<file path="src/rtl/core/sfr_pkg.sv">
// ----------------------------------------------------------------------------
// sfr_pkg
// Shared types and the field width constant for the signed fraction reducer.
// ----------------------------------------------------------------------------
package sfr_pkg;

  // width of every transaction field word
  localparam int FIELD_W = 64;

  // input transaction payload
  typedef struct packed {
    logic signed [FIELD_W-1:0] numerator_in;
    logic signed [FIELD_W-1:0] denominator_in;
  } sfr_in_t;

  // result transaction payload
  typedef struct packed {
    logic signed [FIELD_W-1:0] numerator_out;
    logic signed [FIELD_W-1:0] denominator_out;
    logic                      success;
  } sfr_out_t;

endpackage

</file>
<file path="src/rtl/core/sfr_div.sv">
// ----------------------------------------------------------------------------
// sfr_div
// Bit-serial restoring divider: one quotient bit per cycle.
// ----------------------------------------------------------------------------
module sfr_div #(
  parameter int W = 64
) (
  input  logic         clk,
  input  logic         rst_n,
  input  logic         start,
  input  logic [W-1:0] dividend,
  input  logic [W-1:0] divisor,
  output logic         done,
  output logic [W-1:0] quotient
);

  localparam int CNT_W = (W > 1) ? $clog2(W) : 1;

  logic             busy_r;
  logic             done_r;
  logic [CNT_W-1:0] cnt_r;
  logic [W-1:0]     q_r;
  logic [W-1:0]     rem_r;
  logic [W-1:0]     dvsr_r;

  logic [W:0]       rem_sh;
  logic [W:0]       diff;
  logic             ge;

  // trial subtract of the shifted remainder
  assign rem_sh = {rem_r, q_r[W-1]};
  assign diff   = rem_sh - {1'b0, dvsr_r};
  assign ge     = !diff[W];

  // control
  always_ff @(posedge clk) begin
    if (!rst_n) begin
      busy_r <= 1'b0;
      done_r <= 1'b0;
      cnt_r  <= '0;
    end else begin
      done_r <= busy_r && (cnt_r == '0);
      if (start) begin
        busy_r <= 1'b1;
        cnt_r  <= CNT_W'(W - 1);
      end else if (busy_r) begin
        if (cnt_r == '0) begin
          busy_r <= 1'b0;
        end else begin
          cnt_r <= cnt_r - 1'b1;
        end
      end
    end
  end

  // datapath: dividend shifts out the top, quotient bits shift in the bottom
  always_ff @(posedge clk) begin
    if (start) begin
      q_r    <= dividend;
      rem_r  <= '0;
      dvsr_r <= divisor;
    end else if (busy_r) begin
      q_r   <= {q_r[W-2:0], ge};
      rem_r <= ge ? diff[W-1:0] : rem_sh[W-1:0];
    end
  end

  assign done     = done_r;
  assign quotient = q_r;

endmodule

</file>
<file path="src/rtl/core/signed_fraction_reducer.sv">
// ----------------------------------------------------------------------------
// signed_fraction_reducer
// Reduces a signed fraction to lowest terms by binary GCD and two divisions.
// ----------------------------------------------------------------------------
// A zero numerator or zero denominator is answered straight from idle; any other
//   fraction runs binary GCD, then two passes through the one bit-serial divider.
// Throughput: one transaction at a time; busy is high from acceptance until the
//   result strobe, and stays low for a zero numerator or zero denominator.
// Reset: synchronous active-low rst_n clears the state machine and strobe.
// The receiver cannot stall: out_valid is high for one cycle per result, and out_data holds until the next result.
module signed_fraction_reducer #(
  parameter int DATA_WIDTH = 64
) (
  input  logic             clk,
  input  logic             rst_n,
  input  logic             start,
  input  sfr_pkg::sfr_in_t in_data,
  output logic             busy,
  output logic             out_valid,
  output sfr_pkg::sfr_out_t out_data
);

  localparam int W    = DATA_WIDTH;
  localparam int FW   = sfr_pkg::FIELD_W;
  localparam int K_W  = $clog2(W);

  typedef enum logic [3:0] {
    ST_IDLE = 4'b0001,
    ST_GCD  = 4'b0010,
    ST_DIVN = 4'b0100,
    ST_DIVD = 4'b1000
  } state_t;

  state_t            state_r, state_nxt;
  logic [W-1:0]      a_r, a_nxt;
  logic [W-1:0]      b_r, b_nxt;
  logic [K_W-1:0]    k_r, k_nxt;
  logic [W-1:0]      nm_r, dm_r, g_r;
  logic [W-1:0]      nq_r;
  logic              neg_r;
  logic              out_valid_r, out_valid_nxt;
  sfr_pkg::sfr_out_t out_r, out_nxt;

  logic [W-1:0]      n_w, d_w, nm_w, dm_w;
  logic              accept;
  logic              gcd_end;
  logic [W-1:0]      g_val;
  logic [W-1:0]      a_m_b, b_m_a;
  logic              a_ge_b;
  logic [W-1:0]      nq_signed;

  logic              div_start;
  logic              div_done;
  logic [W-1:0]      div_dividend, div_divisor, div_quot;

  // sign-extend a word to the field width
  function automatic logic [FW-1:0] widen(input logic [W-1:0] x);
    logic signed [W-1:0] xs;
    xs = x;
    return FW'(xs);
  endfunction

  // input words and magnitudes
  assign n_w    = in_data.numerator_in[W-1:0];
  assign d_w    = in_data.denominator_in[W-1:0];
  assign nm_w   = n_w[W-1] ? (W'(0) - n_w) : n_w;
  assign dm_w   = d_w[W-1] ? (W'(0) - d_w) : d_w;
  assign accept = start && (state_r == ST_IDLE);

  // binary gcd step
  assign gcd_end = (a_r == '0) || (b_r == '0);
  assign g_val   = (a_r | b_r) << k_r;
  assign a_m_b   = a_r - b_r;
  assign b_m_a   = b_r - a_r;
  assign a_ge_b  = (a_r >= b_r);

  assign nq_signed = neg_r ? (W'(0) - nq_r) : nq_r;

  // shared divider
  sfr_div #(.W(W)) u_div (
    .clk      (clk),
    .rst_n    (rst_n),
    .start    (div_start),
    .dividend (div_dividend),
    .divisor  (div_divisor),
    .done     (div_done),
    .quotient (div_quot)
  );

  // sequencer
  always_comb begin
    state_nxt     = state_r;
    a_nxt         = a_r;
    b_nxt         = b_r;
    k_nxt         = k_r;
    out_valid_nxt = 1'b0;
    out_nxt       = out_r;
    div_start     = 1'b0;
    div_dividend  = nm_r;
    div_divisor   = g_val;
    unique case (state_r)
      ST_IDLE: begin
        if (accept) begin
          if (dm_w == '0) begin
            out_valid_nxt           = 1'b1;
            out_nxt.numerator_out   = widen(n_w);
            out_nxt.denominator_out = widen(d_w);
            out_nxt.success         = 1'b0;
          end else if (nm_w == '0) begin
            out_valid_nxt           = 1'b1;
            out_nxt.numerator_out   = '0;
            out_nxt.denominator_out = FW'(1);
            out_nxt.success         = 1'b1;
          end else begin
            a_nxt     = nm_w;
            b_nxt     = dm_w;
            k_nxt     = '0;
            state_nxt = ST_GCD;
          end
        end
      end
      ST_GCD: begin
        if (gcd_end) begin
          div_start = 1'b1;
          state_nxt = ST_DIVN;
        end else if (!a_r[0] && !b_r[0]) begin
          a_nxt = a_r >> 1;
          b_nxt = b_r >> 1;
          k_nxt = k_r + 1'b1;
        end else if (!a_r[0]) begin
          a_nxt = a_r >> 1;
        end else if (!b_r[0]) begin
          b_nxt = b_r >> 1;
        end else if (a_ge_b) begin
          a_nxt = a_m_b >> 1;
        end else begin
          b_nxt = b_m_a >> 1;
        end
      end
      ST_DIVN: begin
        div_dividend = dm_r;
        div_divisor  = g_r;
        if (div_done) begin
          div_start = 1'b1;
          state_nxt = ST_DIVD;
        end
      end
      ST_DIVD: begin
        if (div_done) begin
          out_valid_nxt           = 1'b1;
          out_nxt.numerator_out   = widen(nq_signed);
          out_nxt.denominator_out = widen(div_quot);
          out_nxt.success         = 1'b1;
          state_nxt               = ST_IDLE;
        end
      end
      default: begin
        state_nxt = ST_IDLE;
      end
    endcase
  end

  // control registers
  always_ff @(posedge clk) begin
    if (!rst_n) begin
      state_r     <= ST_IDLE;
      out_valid_r <= 1'b0;
    end else begin
      state_r     <= state_nxt;
      out_valid_r <= out_valid_nxt;
    end
  end

  // payload registers
  always_ff @(posedge clk) begin
    a_r   <= a_nxt;
    b_r   <= b_nxt;
    k_r   <= k_nxt;
    out_r <= out_nxt;
    if (accept) begin
      nm_r  <= nm_w;
      dm_r  <= dm_w;
      neg_r <= n_w[W-1] ^ d_w[W-1];
    end
    if ((state_r == ST_GCD) && gcd_end) begin
      g_r <= g_val;
    end
    if ((state_r == ST_DIVN) && div_done) begin
      nq_r <= div_quot;
    end
  end

  assign busy      = (state_r != ST_IDLE);
  assign out_valid = out_valid_r;
  assign out_data  = out_r;

endmodule

</file>
<file path="config.mk">
export PLATFORM = sky130hd
export DESIGN_NAME = signed_fraction_reducer
export DESIGN_NICKNAME = d
export VERILOG_FILES = /design/src/rtl/core/sfr_pkg.sv /design/src/rtl/core/sfr_div.sv /design/src/rtl/core/signed_fraction_reducer.sv
export SDC_FILE = /design/constraint.sdc
export NUM_CORES = 2
export LEC_CHECK = 0
export BUFFER_PORTS_ARGS = -buffer_cell sky130_fd_sc_hd__buf_2
export CAP_MARGIN = 20
export CELL_PAD_IN_SITES_DETAIL_PLACEMENT = 0
export CELL_PAD_IN_SITES_GLOBAL_PLACEMENT = 1
export CORE_MARGIN = 4
export CORE_UTILIZATION = 35
export CTS_CLUSTER_SIZE = 16
export DETAILED_ROUTE_END_ITERATION = 7
export PLACE_DENSITY_LB_ADDON = 0.15
export SLEW_MARGIN = 20
export SYNTH_ARGS = -nofsm -noshare
export SYNTH_HDL_FRONTEND = slang
export SYNTH_HIERARCHICAL = 1
export SYNTH_SLANG_ARGS = --single-unit
</file>
<file path="constraint.sdc">
create_clock -name clk -period 20.3 [get_ports clk]
set_input_delay 1.015 -clock clk [delete_from_list [all_inputs] [get_ports clk]]
set_output_delay 1.015 -clock clk [all_outputs]
set_load 0.02 [all_outputs]
</file>
==> impl_results.md <==
- HPWL after DPL: 179 mm
- Hold Path Class: flop to flop
- CTS Hold Bufs: 0
- DR WL/cell: 29.1 um
- Post-Route Setup TNS: 0 ns
- Worst setup SP type: input port
- Syn. warnings: 6
- Fin crit period: ~7.3 ns
- Worst EP arrival: ~7.6 ns
- First-pass GRT wire length: approximately 320 mm
- Mapped Area: a little over 50,000 um2
- Fraction of layout cells with a size suffix above 1: 0.125
- Placed Cells: between 7,000 and 8,000
- Design Area, Final: just under 60,000 um2
- CTS buffer count: 88
- Vias in the first global route: approximately 45,000
- CTS tree: yes
- Slowest CP cell: buf_4
- Final Hold Vio Count: 0
- Number of synthesized flops with an enable pin: 648
- Commonest non-fill, non-tap cell in the layout: nand2_1
- Setup violations, final: 0
- Crit Path Max Fanout: 74
- Critical Path Stages: 13
- Post-CTS Repair Setup Buffers: 0
- # fillers: about 15,000
- Resized cells post-CTS: 0
- Post-Synthesis Cells: approximately 5,700
- WP data required: 20.64 ns
- WHS: approximately 0.5 ns
- Total power: just under 5 mW
- Clock slew at reported path FFs: approximately 0.06 ns
- Final-report max-slew violation count: 0
- Critical-path cell list: buf_2 > nor4_1 > nand4_1 > or3_1 > o31ai_1 > xor2_1 > inv_1 > nor4_1 > nand4_1 > or4_1 > nand2_1 > a22o_4 > buf_4
- WP buf/inv: 3
- Worst Clk Skew: between 0.03 and 0.04 ns
- Die height: between 300 and 400 um
- Top delay family on crit path: simple AND/OR/NAND/NOR gates
- FF+latch count, synth: around 730
- Top_reg_cell synth: edfxtp_1
- VDD IR max: 0.0000657 V
- Fin crit share: 0.359
- Relative max-transition margin: 0.187
- Sequential area share after synthesis: 0.404
- # DRC: 0
- Post-synth ARST share: 0
- DR iter-0 viols: between 4,000 and 5,000
- Global route overflow: 0
- Pwr Density: 83.3 nW/um2
- Pin count of the biggest net entering global routing: ~100
- Worst hold stages: 0
- IO Pins: between 200 and 300
- Core Util, Final: 0.392
- Final std cells w/o fill: a little under 8,000
- Area of the core: about 150,000 um2
- Max clock buf depth: 3
- Max-cap violations: 0
- R2R depth: 12
- Fmax achieved: 0.137 GHz
- P&R area growth vs syn: 11.3%
- Initial antenna violation count: 16
- GP Congestion: 0.964
- Initial Utilization: 0.352
- Cell area after placement: 54,900 um2
- Leak: roughly 21 nW
- Post-route ant nets: 0
- Unrepaired setup endpoints after global routing: false
- Status: finished, final reports clean
- H-tree depth: 3
- Setup ws final: approximately 13 ns
- Vias per inst: roughly 6
- Syn nets: 6,078
- Commonest non-fill, non-tap cells in the layout: nand2_1 (852), edfxtp_1 (648), nor2_1 (470)
- Worst Tran Pin Value: between 1 and 1.5 ns
- Total global-route track usage: 0.281
- Vias: about 46,000
- CP Capture Type: flop
- Worst slack, placed: between 10 and 15 ns
- Sink Count: 725
- Site row count: 141
- Kind of critical path: input port to flop
- Distinct cells, synth: 98
- Die W: about 400 um
- Worst skew pair latency: a little over 0.7 ns
- CP peak stage delay: roughly 0.85 ns
- Syn_area_per_cell: between 9 and 10 um2
- Routed WL: between 200 and 250 mm
- Die ar.: 155,000 um2
- Nets: ~6,100
- TritonRoute pass-1 iters: 6
- PortBufs: ~260
- Root Buffer: clkbuf_16
[routing by layer]
layer / GRT usage / share of wire / wire length (um) / up-vias
met3: 0.0393 / 0.058 / 13100 / 330
met2: 0.459 / 0.46 / 105000 / 1643
met1: 0.371 / 0.43 / 96100 / 22700
li1: - / - / - / 20900
met5: 0 / 0.00019 / 43 / -
met4: 0.121 / 0.050 / 11300 / 6
[Yosys cell counts, types with 14 or more instances]
master / count / share of area
nor4_1: 105 / 0.013
ha_1: 264 / 0.064
nor2_1: 472 / 0.034
nand3_1: 83 / 0.0080
xor2_1: 104 / 0.018
dfxtp_1: 77 / 0.030
o221ai_1: 20 / 0.0034
clkbuf_1: 296 / 0.021
a21oi_1: 362 / 0.035
inv_1: 356 / 0.026
o21a_1: 28 / 0.0040
mux2_2: 109 / 0.024
and2_1: 21 / 0.0025
a221oi_1: 73 / 0.012
nand2b_1: 26 / 0.0031
o21bai_1: 47 / 0.0068
o31ai_1: 130 / 0.019
buf_1: 28 / 0.0020
mux2i_1: 72 / 0.014
a31oi_1: 31 / 0.0037
o41ai_1: 41 / 0.0069
o22ai_1: 19 / 0.0023
a311oi_1: 42 / 0.0071
o2bb2ai_1: 20 / 0.0034
and3_1: 17 / 0.0020
or3_1: 53 / 0.0064
nand4_1: 77 / 0.0093
o211ai_1: 28 / 0.0040
a21o_1: 41 / 0.0059
or2_2: 22 / 0.0026
a211oi_1: 46 / 0.0066
or4_1: 34 / 0.0049
a311oi_2: 21 / 0.0061
nand2_1: 852 / 0.062
nor3_1: 108 / 0.010
edfxtp_1: 648 / 0.37
nor2b_1: 44 / 0.0053
a22o_1: 44 / 0.0074
o21ai_0: 277 / 0.027
xnor2_1: 266 / 0.045
mux4_2: 48 / 0.021
a21boi_0: 14 / 0.0020
buf_2: 22 / 0.0021
[final cells by class]
cell class                 count  area, um2  area share
multi-input combinational   4235      28300       0.489
sequential                   725      21000       0.363
tap                         1930       2410      0.0417
clock buffer                 100       2250      0.0388
timing repair buffer         335       1860      0.0322
inverter                     360       1350      0.0234
clock inverter                59        692      0.0120
antenna                        2       5.00   0.0000865
[path summary, 6_finish.rpt]
kind                 startpoint           end  slack [ns]
max reg2reg              b_r[5]       b_r[50]       14.27
min reg2reg  u_div/quotient[16]      nq_r[16]        0.49
min          u_div/quotient[16]      nq_r[16]        0.49
max                 in_data[20]  out_data[21]       13.01
[sequential cells by signal, summed over array words and instances (netlist names), 64 cells and up]
| name | flops |
|---|---|
| a_r | 64 |
| b_r | 64 |
| dm_r | 64 |
| g_r | 64 |
| nm_r | 64 |
| nq_r | 64 |
| out_data | 129 |
| u_div/dvsr_r | 64 |
| u_div/quotient | 64 |
| u_div/rem_r | 64 |
[worst reg2reg max path, stage by stage, from the launching register on]
cell and delay, ns:
edfxtp_1 0.43, inv_1 0.10, ha_1 0.38, nor3_1 0.74
o31ai_1 0.35, a211oi_1 0.79, o21a_1 0.30, a31o_2 0.39
a221oi_1 0.24, o31ai_1 0.76, a21boi_0 0.27, xnor2_1 0.76
o221ai_1 0.23
[kinds of logic (layout without fill, tap and decap cells)]
| group | Yosys count | after routing | share of synthesized area |
|---|---|---|---|
| multiplexers | 229 | 229 | 0.0583 |
| other | 0 | 2 | 0 |
| AND/OR/NAND/NOR | 1978 | 1978 | 0.174 |
| buffers and inverters | 720 | 854 | 0.0541 |
| adder cells (fa/ha/maj) | 267 | 267 | 0.0647 |
| AO/OA/AOI/OAI | 1389 | 1389 | 0.181 |
| XOR/XNOR | 372 | 372 | 0.0634 |
| flip-flops | 725 | 725 | 0.404 |
[power by group]
part           leakage [nW]  total (mW)  internal (mW)  switching, mW
sequential             5.91        1.79           1.71         0.0789
combinational          13.4        1.38          0.415          0.970
clock                  1.41        1.64          0.933          0.707
No activity file was read; power rests on OpenSTA's default activity.
